$ cat src/rtl/core/rau_pkg.sv
// Shared constants and control types for the rational arithmetic unit.
`default_nettype none

package rau_pkg;

   // Default word width of the operands
   localparam int WORD_BITS_DEF = 32;

   // Operation codes
   localparam logic [2:0] MODE_ADD = 3'd0;
   localparam logic [2:0] MODE_SUB = 3'd1;
   localparam logic [2:0] MODE_MUL = 3'd2;
   localparam logic [2:0] MODE_DIV = 3'd3;
   localparam logic [2:0] MODE_CMP = 3'd4;

   // Multiplier pass selects
   localparam logic [1:0] MUL_P1 = 2'd0;
   localparam logic [1:0] MUL_P2 = 2'd1;
   localparam logic [1:0] MUL_P3 = 2'd2;

   // Commands from the controller to the datapath
   typedef struct packed {
      logic       load;
      logic       mul_en;
      logic [1:0] mul_step;
      logic       combine;
      logic       gcd_step;
      logic       gcd_end;
      logic       shift_step;
      logic       div_init;
      logic       div_step;
      logic       out_load;
   } rau_cmd_type;

   // Status from the datapath to the controller
   typedef struct packed {
      logic gcd_done;
      logic cnt_zero;
   } rau_sts_type;

endpackage

`default_nettype wire

$ cat src/rtl/core/rau_ctrl.sv
// Controller: sequences multiply, combine, gcd, divide and result handoff.
`default_nettype none

module rau_ctrl (
   input  wire                       clock,
   input  wire                       reset,
   input  wire                       req_valid,
   output logic                      req_ready,
   output logic                      rsp_valid,
   input  wire                       rsp_ready,
   output rau_pkg::rau_cmd_type      cmd,
   input  wire rau_pkg::rau_sts_type sts
);

   localparam logic [2:0] ST_IDLE = 3'd0;
   localparam logic [2:0] ST_MUL  = 3'd1;
   localparam logic [2:0] ST_COMB = 3'd2;
   localparam logic [2:0] ST_GCD  = 3'd3;
   localparam logic [2:0] ST_SHB  = 3'd4;
   localparam logic [2:0] ST_DIV  = 3'd5;
   localparam logic [2:0] ST_DONE = 3'd6;

   logic [2:0] state_ff, state_in;
   logic [1:0] step_ff, step_in;
   logic       rsp_valid_ff, rsp_valid_in;

   // next state and commands
   always_comb begin
      state_in  = state_ff;
      step_in   = step_ff;
      cmd       = '0;
      req_ready = 1'b0;
      unique case (state_ff)
         ST_IDLE: begin
            req_ready = 1'b1;
            if (req_valid) begin
               cmd.load = 1'b1;
               step_in  = rau_pkg::MUL_P1;
               state_in = ST_MUL;
            end
         end
         ST_MUL: begin
            cmd.mul_en   = 1'b1;
            cmd.mul_step = step_ff;
            if (step_ff == rau_pkg::MUL_P3) begin
               state_in = ST_COMB;
            end else begin
               step_in = step_ff + 2'd1;
            end
         end
         ST_COMB: begin
            cmd.combine = 1'b1;
            state_in    = ST_GCD;
         end
         ST_GCD: begin
            if (sts.gcd_done) begin
               cmd.gcd_end = 1'b1;
               state_in    = ST_SHB;
            end else begin
               cmd.gcd_step = 1'b1;
            end
         end
         ST_SHB: begin
            if (sts.cnt_zero) begin
               cmd.div_init = 1'b1;
               state_in     = ST_DIV;
            end else begin
               cmd.shift_step = 1'b1;
            end
         end
         ST_DIV: begin
            if (sts.cnt_zero) begin
               state_in = ST_DONE;
            end else begin
               cmd.div_step = 1'b1;
            end
         end
         ST_DONE: begin
            if (!rsp_valid_ff || rsp_ready) begin
               cmd.out_load = 1'b1;
               state_in     = ST_IDLE;
            end
         end
         default: begin
            state_in = ST_IDLE;
         end
      endcase
   end

   // response valid register
   always_comb begin
      rsp_valid_in = rsp_valid_ff;
      if (cmd.out_load) begin
         rsp_valid_in = 1'b1;
      end else if (rsp_ready) begin
         rsp_valid_in = 1'b0;
      end
   end

   always_ff @(posedge clock) begin
      if (reset) begin
         state_ff     <= ST_IDLE;
         step_ff      <= '0;
         rsp_valid_ff <= 1'b0;
      end else begin
         state_ff     <= state_in;
         step_ff      <= step_in;
         rsp_valid_ff <= rsp_valid_in;
      end
   end

   assign rsp_valid = rsp_valid_ff;

   // accepted transaction starts the multiply passes
   a_start: assert property (@(posedge clock) disable iff (reset)
      (req_valid && req_ready) |=> (state_ff == ST_MUL))
      else $error("accepted transaction did not start multiply");

   // a waiting result is never overwritten
   a_no_overwrite: assert property (@(posedge clock) disable iff (reset)
      cmd.out_load |-> (!rsp_valid_ff || rsp_ready))
      else $error("result register overwritten");

   // finished division hands off
   a_div_done: assert property (@(posedge clock) disable iff (reset)
      (state_ff == ST_DIV && sts.cnt_zero) |=> (state_ff == ST_DONE))
      else $error("divider end not followed by handoff");

   // result load raises response valid
   a_load_valid: assert property (@(posedge clock) disable iff (reset)
      cmd.out_load |=> rsp_valid_ff)
      else $error("loaded result not presented");

endmodule

`default_nettype wire

$ cat config.mk
export PLATFORM = sky130hd
export DESIGN_NAME = rau_ctrl
export DESIGN_NICKNAME = d
export VERILOG_FILES = /design/src/rtl/core/rau_pkg.sv /design/src/rtl/core/rau_ctrl.sv
export SDC_FILE = /design/constraint.sdc
export NUM_CORES = 1
export LEC_CHECK = 0
export BUFFER_PORTS_ARGS = -buffer_cell sky130_fd_sc_hd__buf_4
export CORE_AREA = 2 2 39 41
export CTS_CLUSTER_SIZE = 14
export DETAILED_ROUTE_END_ITERATION = 12
export DIE_AREA = 0 0 41 43
export GPL_ROUTABILITY_DRIVEN = 0
export HOLD_SLACK_MARGIN = 0.12
export SYNTH_ARGS = -nofsm -noshare
export SYNTH_HDL_FRONTEND = slang
export SYNTH_SLANG_ARGS = --single-unit
export TNS_END_PERCENT = 20
$ cat constraint.sdc
create_clock -name clock -period 1.55 [get_ports clock]
set_input_delay 0.0775 -clock clock [delete_from_list [all_inputs] [get_ports clock]]
set_output_delay 0.0775 -clock clock [all_outputs]
set_load 0.005 [all_outputs]
After elaboration in Yosys (flattened, before gate mapping)
Index checks and enable logic that the tools add are counted.
- input bits: 6
- output and inout bits: 13
- word-level logic and storage cells: 51
- bits in registers: 6
- add/sub/neg operators: 1
- reductions and logical operators: 7
- multiplexer cells: 26
- equality and inequality tests: 14
- operators with widths (cell ; number):
    2-to-1 mux 3 bit ; 7
    case mux 3 bit (7 select lines) ; 1
    != test 2 bit, second input constant ; 7
    2-to-1 mux 1 bit ; 13
    == test 3 bit, second input constant ; 3
    2-to-1 mux 2 bit ; 4
    == test 3 x 2 -> 1 bit, second input constant ; 2
    AND reduction 6 bit ; 1
    case mux 2 bit (2 select lines) ; 1
    nonzero test 2 bit ; 2
    == test 3 x 1 -> 1 bit, second input constant ; 1
    logical NOT 3 bit ; 1
    AND reduction 3 bit ; 1
    adder 2 x 1 -> 2 bit, second input constant ; 1
    == test 2 bit, second input constant ; 1
    logical NOT 1 bit ; 1
    logical OR 1 bit ; 1

Longest topological paths before layout
Gate-level depths: netlist of run 1.
- depth in word-level cells: 5
- gate-level depth with buffers: 5
- gate-level depth less buffers: 5

Worst setup path before layout of run 1
Ideal clock, no wire load.
- path type: register -> register
- from: register step_ff[0]
- to: register step_ff[0]
- clock period less this slack: 1.222 ns
- buffers on the path: 0
- setup slack: 0.328 ns
- stages on the path, launching flop included: 6
- setup time: 0.072 ns
- required time: 1.478 ns
- arrival time: 1.150 ns
- path through: dfxtp_1 > inv_1 > ha_1 > nand2b_1 > a211oi_2 > mux2i_1
- longest elaborated chain between the ends: 3
- elaborated cells on any way between the ends: 6
- classes of those cells: add/sub (1); eq/ne (2); mux (2); reduce/logical (1)
- ends and longest elaborated chain (what ; line ; text):
    start: declaration ; rau_ctrl.sv:24 ; logic [1:0] step_ff, step_in;
    start signal: assignment ; rau_ctrl.sv:107 ; step_ff <= step_in;
    adder 2 x 1 -> 2 bit or == test 2 bit (tied branches) ; rau_ctrl.sv:48, rau_ctrl.sv:45 ;
    2-to-1 mux 2 bit or != test 2 bit (tied branches) ; n/a ;
    case mux 2 bit (2 select lines) or AND reduction 3 bit (tied branches) ; n/a ;
Parallel ways exist; a longest one is shown, timed or not. The select of a mux whose other input is x is not followed.
A chain may end at the register's enable or synchronous reset.

==> reports/summary.md, run 1 <==
The post-synthesis mux area share was 0.0710. The width of the chip is 41 microns. At the worst endpoint, the arrival time is 1.32 ns. The pin count of the biggest net entering global routing is 12.

The kind of cell with the highest combined delay on the critical path is flip-flops. The worst register-to-register path ends at step_ff[0]$_SDFFE_PP0P_. For the clock insertion delay at the later pin of the skew report, the log shows 0.23 ns.

The logs give 440 sq um for the mapped cell area and 0 for the final number of setup-violating endpoints. The count of boundary I/O pins is 19, and the synthesized area per cell is 7.73 sq um. Setup slack on the worst reg-to-reg path comes out at 0.19 ns.

The clock net sink count is 6. The number of pins exceeding their max-slew limit in the final report is 0. The tools report the origin of the worst min-delay path as rsp_ready. The longest clock path from root to sink contains 2 buffers. The worst-case hold path end point is rsp_valid$_SDFFE_PP0P_. The class of the tightest hold or removal check is in2reg. The run gives 0.750 as the worst-case headroom to the max-slew limit. The tools report the startpoint of the worst-slack reg-to-reg timing path as step_ff[0]$_SDFFE_PP0P_.

Setup repair after global routing left no endpoint under its margin. The run gives 469 microns as the detailed-routed wire length on met2. The first-pass iteration count of the detailed router was 3; the total global routing track utilization was 0.127. The compound-gate portion of the synthesized area is 0.168. Derived from the worst setup path, the maximum achievable clock frequency is 714 MHz. Max-cap violations in this run came to 0. The detailed router used layers up to and including met4. The count of antenna diodes in the layout came out at 0. Synthesis produced a netlist with a net count of 64. The number of global-route vias before repair was 392; the delay contributed by the slowest stage of the critical path was 0.51 ns. Measured along the y axis, the die boundary spans 43 microns. The clock root buffer was sky130_fd_sc_hd__clkbuf_4.

The sum of routed wire length over all layers is 945 microns, and the share of post-route cells with drive strength above 1 is 0.375. DRC violation total after the first TritonRoute iteration: 3. Fraction of the mapped netlist area in simple logic gates: 0.355. The wire length of the first global-routing pass was 1520 microns. The startpoint type of the worst setup path is a flip-flop. The flop and latch count out of synthesis was 6; the final worst-path cycle share was 0.904. The run gives 0 as the number of buffers added for setup after CTS. The flow ran to the end, and the final reports show no timing, DRC or antenna violations.

The run gives 144 as the filler cell count. The post-synthesis adder-cell area fraction is 0.0284, and the instance area after placement is 611 sq um. The worst setup path category was reg2out. The run gives 1 as the maximum level of the CTS H-tree.

Clock-pin slew was measured on the worst setup and hold paths at 0.04 ns. After synthesis, the largest family of logic cells by area is simple AND/OR/NAND/NOR gates. The tools report the floorplan core area as 0.00138 sq mm.

For the number of warnings issued by yosys, the log shows 0. Peak supply drop: 0.000405 V. The number of cells on the worst hold path is 3, and the overflow left after global routing is 0. The required time of the worst setup path was 1.47 ns; the worst reg-to-reg path cell count was 5.

The sum of net half-perimeters after detailed placement came out at 778 microns. In this run the worst path has a maximum fanout of 11. The post-route cell area is 643 sq um, and the worst-case clock skew is 0.00239 ns. In this run the remaining antenna-violating nets after routing total 0. Summed over all failing endpoints, the final setup total negative slack is 0 ns.

For the post-synthesis cell count, the log shows 57. The number of buffers and inverters on the critical path was 2. The standard cell with the maximum stage delay on the critical path is sky130_fd_sc_hd__dfxtp_1. The initial antenna violation count is 0, and the routed wirelength normalized by instance count is 9.84 microns. The run gives 0 as the post-route DRC violation count. The via count normalized by instance count came out at 4.63. The worst setup path is captured at an output pin. Port buffering added 18 buffers. The area added between synthesis and finish was 46.0%. After detailed routing, the wire length on met1 is 419 microns. Summing over every cut layer, the via total after detailed routing is 444.

For this design the ratio of total power to cell area is 577 mW/mm^2. The sequential element share of the synthesized area was 0.273. The run gives 14 as the count of standard-cell rows.

Summed over all cells, the static leakage comes to 0.289 nW. The net count of the finished layout is 89, and the final period demand of the worst path is 1.40 ns. After clock tree synthesis, the repair step resized 0 gates. After synthesis, the netlist uses 24 different library cells.

The tools report the multi-input logic area as 283 sq um. In the final layout, flip-flops and latches occupy 120 sq um. The die covers 0.00176 sq mm. The total clock buffers created by CTS is 3. The critical path goes through nor2b_1 -> nand3_1 -> inv_1 -> buf_4. The post-synthesis share of cell area spent on xor and xnor gates works out to 0.0199. The final-report hold violation count came out at 0. TritonCTS built the clock tree. The detailed-routed wire length on met3 was 45 microns; the slew at the pin closest to its max-slew limit was 0.366 ns. The effective utilization at floorplan came out at 0.318.
-- area by class of cell --
| type | instances | share of cell area |
|---|---|---|
| clock buffers | 3 | 0.0350 |
| inverters | 4 | 0.0233 |
| multi-input cells | 43 | 0.440 |
| flip-flops and latches | 6 | 0.187 |
| repair buffers | 24 | 0.284 |
| well taps | 16 | 0.0311 |
-- cell usage in the layout, fill, tap and decap left out, drive strengths merged, types with 2 or more instances in the layout --
master | synthesis | final
nor2b | 2 | 2
nor2 | 3 | 3
nand2 | 5 | 5
nor3b | 3 | 3
and2 | 3 | 3
a211oi | 2 | 2
inv | 4 | 4
clkbuf | 0 | 3
nor3 | 4 | 4
nand2b | 4 | 4
buf | 4 | 23
dfxtp | 6 | 6
o21ai | 2 | 2
a21oi | 4 | 4
mux2i | 2 | 2
nand3 | 3 | 3
-- Yosys cell counts --
library cell / number / area (sq um)
sky130_fd_sc_hd__a2111oi_0: 1 / 8.76
sky130_fd_sc_hd__a211oi_2: 2 / 25.0
sky130_fd_sc_hd__a21oi_1: 4 / 20.0
sky130_fd_sc_hd__a311o_1: 1 / 10.0
sky130_fd_sc_hd__and2_1: 3 / 18.8
sky130_fd_sc_hd__buf_2: 3 / 15.0
sky130_fd_sc_hd__buf_4: 1 / 7.51
sky130_fd_sc_hd__dfxtp_1: 6 / 120
sky130_fd_sc_hd__ha_1: 1 / 12.5
sky130_fd_sc_hd__inv_1: 4 / 15.0
sky130_fd_sc_hd__mux2_2: 1 / 11.3
sky130_fd_sc_hd__mux2i_1: 2 / 20.0
sky130_fd_sc_hd__nand2_1: 5 / 18.8
sky130_fd_sc_hd__nand2b_1: 4 / 25.0
sky130_fd_sc_hd__nand3_1: 3 / 15.0
sky130_fd_sc_hd__nand3b_1: 1 / 7.51
sky130_fd_sc_hd__nor2_1: 3 / 11.3
sky130_fd_sc_hd__nor2b_1: 2 / 12.5
sky130_fd_sc_hd__nor3_1: 4 / 20.0
sky130_fd_sc_hd__nor3b_1: 2 / 15.0
sky130_fd_sc_hd__nor3b_2: 1 / 12.5
sky130_fd_sc_hd__o21ai_0: 1 / 5.00
sky130_fd_sc_hd__o21ai_1: 1 / 5.00
sky130_fd_sc_hd__xnor2_1: 1 / 8.76
-- layer usage --
layer	global-route usage	vias to the layer above
li1	-	245
met1	0.155	188
met2	0.188	9
met3	0.0157	2
met4	0.100	0
met5	0	-
-- sequential cells by signal, summed over array words and instances, names as in the netlist --
name and flops:
state_ff 3, step_ff 2, rsp_valid 1
-- report_power, final --
| part | switching, mW | internal (mW) | leakage [nW] |
|---|---|---|---|
| combinational | 0.0299 | 0.0418 | 0.226 |
| sequential | 0.00728 | 0.160 | 0.0488 |
| clock | 0.0456 | 0.0869 | 0.0138 |
| total | 0.0828 | 0.288 | 0.289 |
-- worst min-delay path, delay by kind of cell --
family	cells	cell delay (ns)
AND/OR/NAND/NOR	1	0.10
buffers and inverters	1	0.08
AO/OA/AOI/OAI	1	0.07
-- worst max path at each step --
stage	depth (start not counted)	end	startpoint
after detailed placement	5	step_ff[0]$_SDFFE_PP0P_	step_ff[0]$_SDFFE_PP0P_
final	4	cmd[4]	state_ff[0]$_SDFFE_PP0P_
after CTS	4	cmd[4]	state_ff[0]$_SDFFE_PP0P_
after floorplan	5	step_ff[0]$_SDFFE_PP0P_	step_ff[0]$_SDFFE_PP0P_
after global routing	5	step_ff[0]$_SDFFE_PP0P_	step_ff[0]$_SDFFE_PP0P_
after global placement	5	step_ff[1]$_SDFFE_PP0P_	step_ff[0]$_SDFFE_PP0P_
-- through the flow --
| step | utilization | hold WS, ns | instances | total power [mW] | setup WS [ns] |
|---|---|---|---|---|---|
| 2_1_floorplan | - | 0.147 | 57 | 0.207 | 0.328 |
| 3_3_place_gp | 0.441 | 0.295 | 92 | 0.240 | 0.273 |
| 3_5_place_dp | 0.441 | 0.296 | 92 | 0.240 | 0.189 |
| 4_1_cts | 0.465 | 0.135 | 96 | 0.382 | 0.126 |
| 5_1_grt | 0.465 | 0.178 | 96 | 0.396 | 0.0178 |
| 6_report | 0.465 | 0.143 | 96 | 0.371 | 0.149 |
-- cells by family after synthesis --
kind of cell    count (synthesis)
simple gates                   28
compound gates                 10
xor+xnor                        1
buf+inv                         8
flops                           6
mux                             3
fa+ha+maj                       1
-- timing repair --
item | CTS | global route
setup endpoints to repair | 0 | 0
endpoints found under the hold margin | 3 | 0
hold buffers | 1 | 0
(Power assumes the default switching activity.)
==> run 2: changes to the inputs <==
Settings changed: CTS_BUF_LIST from default to sky130_fd_sc_hd__clkbuf_8.
==> reports/summary.md, run 2 (synthesis results as in run 1) <==
Compared with the post-synthesis result, the final layout area differs by 50.3%. The final worst-path cycle share was 0.896. The met1 usage came out at 0.155.

TritonCTS built the clock tree. Final number of setup-violating endpoints: 0. In the routed design, unresolved DRC markers number 0. Via count normalized by instance count: 4.63.

The worst hold path passes through 3 cells. The flow ran to the end, and the final reports show no timing, DRC or antenna violations. In the final routed layout, each cell accounts on average for 9.91 microns.

The effective utilization at floorplan came out at 0.318. The initial antenna violation count is 0, and the clock net sink count is 6. The max-cap violation count came out at 0.

The setup slack of the most critical reg-to-reg path was 0.19 ns. Worst-case clock skew: 0.00153 ns. The pre-antenna-repair detailed-routing pass consisted of 4 iterations. The global-route met2 utilization was 0.188; the highest fanout seen on the critical path was 11.

The region available for standard cell placement spans 0.00138 sq mm. The portion of total power attributed to sequential cells was 0.363. The count of antenna diodes in the layout is 0, and the number of global-route vias before repair is 392. The class of the tightest hold or removal check is in2reg. Fill cells in the final layout number 142.

The startpoint type of the worst setup path was a flip-flop. Flip-flop count of the largest register, all copies and words added: 3. For this block, the routed nets add up to 951 microns of wire. The later pin in the worst-skew pair is clocked with a latency of 0.22 ns. The global routing's busiest layer is met2. The worst-case headroom to the max-slew limit is 0.748, and the slew at the pin closest to its max-slew limit is 0.369 ns. The logs give 0.0314 for the met3 usage and 1.47 ns for the required time of the worst setup path. The power consumption was 0.461 mW. The run gives 89 as the net count of the finished layout.

STA classifies the critical path endpoint as an output pin. The worst setup path category was reg2out. Most common library cell in the layout ignoring fill and taps: sky130_fd_sc_hd__buf_4. The register bank with the most flops was state_ff. The worst reg-to-reg path cell count was 5; the die boundary height was 43 microns. Logic gate share of total power: 0.156. The share of post-route cells with drive strength above 1 is 0.375, and the sum of net half-perimeters after detailed placement is 778 microns.

Internal power comes to 0.368 mW. The clock-pin slew on the worst setup and hold paths was 0.03 ns. The run gives 0.481 as the share of total power in the clock network. The die covers 0.00176 sq mm. After floorplanning, the core was divided into 14 placement rows.

The tools report the wire length of the first global-routing pass as 1540 microns. The final-report hold violation count is 0, and the pin count of the biggest net entering global routing is 12. The logs give 0.0930 mW for the total net switching power and 19 for the count of boundary I/O pins. Static timing analysis puts the maximum clock frequency at 720 MHz. The switching share of total power is 0.202. Setup repair after global routing left no endpoint under its margin.

The total clock buffers created by CTS is 3, and the final-layout setup total negative slack is 0 ns. In this run, the number of DRC markers left after iteration 0 of detailed routing was 3. The power per standard cell area is 696 mW/mm^2, and the final period demand of the worst path is 1.39 ns.

The tools report the number of pins exceeding their max-slew limit in the final report as 0. In this run the remaining antenna-violating nets after routing total 0. In the layout the commonest cells are 23 x sky130_fd_sc_hd__buf_4, 6 x sky130_fd_sc_hd__dfxtp_1, 5 x sky130_fd_sc_hd__nand2_1. CTS placed an instance of sky130_fd_sc_hd__clkbuf_8 at the clock tree root.

Peak supply drop: 0.000408 V. In this run the deepest clock path goes through 2 buffers. For the leakage power, the log shows 0.297 nW. The total global routing track utilization is 0.130, and the detailed-route via count is 444. For this run the aggregate overflow at the end of global routing stands at 0.

The width of the chip works out to 41 microns. The count of buffers added on input and output ports is 18. The logs give 1.31 ns for the signal arrival time at the worst endpoint and 1 for the maximum level of the CTS H-tree.
-- run 2: changes by cell type in the layout (fill, tap and decap cells not counted) --
cell,previous run,this run
sky130_fd_sc_hd__clkbuf_4,3,0
sky130_fd_sc_hd__clkbuf_8,0,3
-- run 2: final cells by class --
class | instances | area, sq um | area share
sequential | 6 | 120 | 0.181
timing repair buffer | 24 | 183 | 0.276
multi-input combinational | 43 | 283 | 0.427
tap | 16 | 20.0 | 0.0302
clock buffer | 3 | 41.3 | 0.0624
inverter | 4 | 15.0 | 0.0227
-- run 2: final timing paths --
| check | start | endpoint |
|---|---|---|
| min reg2reg | step_ff[1]$_SDFFE_PP0P_ | step_ff[1]$_SDFFE_PP0P_ |
| max | state_ff[0]$_SDFFE_PP0P_ | cmd[4] |
| min | rsp_ready | rsp_valid$_SDFFE_PP0P_ |
| max reg2reg | step_ff[0]$_SDFFE_PP0P_ | step_ff[0]$_SDFFE_PP0P_ |
-- run 2: critical path: stages, from the launching register on --
cell and delay (ns):
sky130_fd_sc_hd__dfxtp_1 0.50, sky130_fd_sc_hd__nor2b_1 0.28, sky130_fd_sc_hd__nand3_1 0.14, sky130_fd_sc_hd__inv_1 0.07, sky130_fd_sc_hd__buf_4 0.10
-- run 2: what timing repair did --
item | in CTS | in global routing
hold buffers | 1 | 0
hold endpoints to repair | 3 | 0
setup buffers | 0 | 0
gates resized for setup | 0 | 0
-- run 2: power groups by stage --
stage	registers, mW	logic [mW]	clock network (mW)
2_1_floorplan	0.165	0.0420	0
3_3_place_gp	0.169	0.0707	0
3_5_place_dp	0.170	0.0704	0
4_1_cts	0.167	0.0727	0.231
5_1_grt	0.168	0.0798	0.241
6_report	0.167	0.0718	0.222
-- run 2: through the flow --
step	hold slack [ns]	instance area [sq um]	util	setup slack, ns	instances
3_5_place_dp	0.296	611	0.441	0.189	92
2_1_floorplan	0.147	440	-	0.328	57
4_1_cts	0.161	662	0.478	0.151	96
5_1_grt	0.202	662	0.478	0.0195	96
3_3_place_gp	0.295	611	0.441	0.273	92
6_report	0.165	662	0.478	0.162	96
-- run 2: routing by layer --
metal / share of wire / wire (microns) / vias to the layer above
li1: - / - / 242
met1: 0.45 / 430 / 191
met2: 0.49 / 467 / 9
met3: 0.045 / 43 / 2
met4: 0.0095 / 9 / 0
met5: 0 / 0 / -
==> run 3: changes to the inputs <==
Settings changed: CTS_BUF_LIST sky130_fd_sc_hd__clkbuf_8 to sky130_fd_sc_hd__clkbuf_16.
==> reports/summary.md, run 3 (synthesis results as in run 1) <==
In this run the power spent charging and discharging nets is 0.109 mW. For the number of nets with antenna violations after detailed routing, the log shows 0. The tools report the DRC violation total after the first TritonRoute iteration as 3. Setup repair after global routing left no endpoint under its margin. The final-report hold violation count is 0.

In the routed layout, each cell is associated on average with a via count of 4.66. The number of global-route vias before repair is 392. TritonCTS built the clock tree.

In this run the vertical extent of the chip is 43 microns. Summed over all layers, the routed wires come to 958 microns. The critical path starts at state_ff[0]$_SDFFE_PP0P_.

For the worst-case clock skew, the log shows 0.00146 ns. Critical path capture point: cmd[4]. In this run, post-CTS repair resized a total of 0 instances. The tools report the number of buffers inserted by hold repair at cts as 1. Detailed routing inserted a total of 447 vias. The endpoint of the worst register-to-register path was step_ff[0]$_SDFFE_PP0P_. Counting every sink on the clock net gives 6. The library cells used most frequently in the layout, excluding fill and tap cells, are 23 x sky130_fd_sc_hd__buf_4, 6 x sky130_fd_sc_hd__dfxtp_1, 5 x sky130_fd_sc_hd__nand2_1. Signal arrival time at the worst endpoint: 1.31 ns. For the post-route cell area, the log shows 696 sq um. Peak supply drop: 0.000619 V. The internal portion of the total power is 0.532 mW. The run gives 0.312 nW as the leakage power. The run gives 2 as the largest buffer count on any clock path. The instance area after placement was 611 sq um; the highest achievable clock rate was 721 MHz. Across all register-to-register paths, the minimum setup slack is 0.19 ns. For the finished layout, the period the worst path requires is 1.39 ns. The total clock buffers created by CTS is 3.

The highest fanout seen on the critical path works out to 11. For the clock insertion delay at the later pin of the skew report, the log shows 0.22 ns. CTS placed an instance of sky130_fd_sc_hd__clkbuf_16 at the clock tree root.

Leaving out fill and tap cells, the most frequent cell in the layout is sky130_fd_sc_hd__buf_4. The worst-case setup slack after placement is 0.189 ns, and the overflow left after global routing is 0. The number of port buffers works out to 18.

Share of total power in the clock network: 0.627. 19 I/O pins were placed. The first global-routing pass estimated 1540 microns of wire.

Entering global routing, the biggest net connects 12 pins. The worst setup path is captured at an output pin. The logic gate share of total power was 0.112.

Measured in cells, the most critical reg-to-reg path has a length of 5. For the worst-case headroom to the max-slew limit, the log shows 0.750. Register bank with the most flops: state_ff. The share of post-route cells with drive strength above 1 works out to 0.375. For this run, the detailed router's first-pass iteration total came to 3.

The floorplan die area came out at 0.00176 sq mm. Across all setup checks in the final design, the least slack found is 0.163 ns. Width of the chip: 41 microns. For the final routed database, the setup TNS stands at 0 ns. The flow ran to the end, and the final reports show no timing, DRC or antenna violations.

The final worst-path cycle share was 0.895; the slew at the pin closest to its max-slew limit was 0.366 ns. Max-cap violations in this run came to 0. Dividing the detail-routed wire length by the instance count gives 9.98 microns. The worst setup path is launched from a flip-flop. Clock-pin slew was measured on the worst setup and hold paths at 0.03 ns. The logs give 0.00138 sq mm for the floorplan core area and 0.0314 for the met3 usage. The run gives 1 as the maximum level of the CTS H-tree. The initial antenna violation count is 0. The net count of the finished layout is 89.

met2 is the most crowded layer. The worst setup path is of the reg2out kind. The switching share of total power works out to 0.170. Dividing total power by cell area gives a power density of 921 mW/mm^2. The met1 usage is 0.155. The number of buffers added for setup after CTS was 0. 0 antenna diodes ended up in the layout. For the worst setup path, the data required time is 1.47 ns. For the number of pins exceeding their max-slew limit in the final report, the log shows 0. The register with the most flip-flops in the layout has 3 of them. The logs give 0.188 for the global-route met2 utilization and 778 microns for the sum of net half-perimeters after detailed placement.

The run gives 0.318 as the effective utilization at floorplan. Setup violations remaining at the end of the flow were counted as 0. The class of the tightest hold or removal check was in2reg.

Relative to the synthesized area, the layout overhead comes to 58.0%. For the portion of total power attributed to sequential cells, the log shows 0.261. The run gives 14 as the count of standard-cell rows. The post-route DRC violation count was 0.

The startpoint identified for the worst register-to-register timing path is step_ff[0]$_SDFFE_PP0P_. The total global routing track utilization is 0.130.
-- run 3: changes by cell type in the layout (fill, tap and decap cells not counted) --
cell | before | now
sky130_fd_sc_hd__clkbuf_8 | 3 | 0
sky130_fd_sc_hd__clkbuf_16 | 0 | 3
-- run 3: metal layers --
layer | up-vias | wire length (microns)
met5 | - | 0
met4 | 0 | 9
met3 | 2 | 45
met2 | 9 | 472
met1 | 192 | 430
li1 | 244 | -
-- run 3: power groups by stage --
stage,Sequential (mW),Combinational (mW),Clock [mW]
after floorplan,0.165,0.0420,0
after global placement,0.169,0.0707,0
after detailed placement,0.170,0.0704,0
after CTS,0.167,0.0727,0.410
after global routing,0.168,0.0798,0.425
final,0.167,0.0717,0.402
-- run 3: how the worst min path moves through the flow --
stage,start,endpoint,cells past startpoint
floorplan,reset,rsp_valid$_SDFFE_PP0P_,1
global placement,reset,state_ff[2]$_SDFFE_PP0P_,2
detailed placement,reset,state_ff[2]$_SDFFE_PP0P_,2
CTS,rsp_ready,rsp_valid$_SDFFE_PP0P_,3
global route,sts[1],state_ff[2]$_SDFFE_PP0P_,3
finish,rsp_ready,rsp_valid$_SDFFE_PP0P_,3
-- run 3: critical path: stages (launching register included) --
cell and delay (ns):
sky130_fd_sc_hd__dfxtp_1 0.50, sky130_fd_sc_hd__nor2b_1 0.28, sky130_fd_sc_hd__nand3_1 0.13, sky130_fd_sc_hd__inv_1 0.08, sky130_fd_sc_hd__buf_4 0.10
-- run 3: layout make-up --
| cell class | count | area, sq um |
|---|---|---|
| fillers | 136 | 688 |
| multi-input cells | 43 | 283 |
| repair buffers | 24 | 183 |
| flip-flops and latches | 6 | 120 |
| clock buffers | 3 | 75.1 |
| well taps | 16 | 20.0 |
| inverters | 4 | 15.0 |
-- run 3: metrics by stage --
step	util	instances	power, mW	hold WS [ns]
floorplan	-	57	0.207	0.147
global placement	0.441	92	0.240	0.295
detailed placement	0.441	92	0.240	0.296
CTS	0.503	96	0.650	0.162
global route	0.503	96	0.674	0.198
finish	0.503	96	0.641	0.156
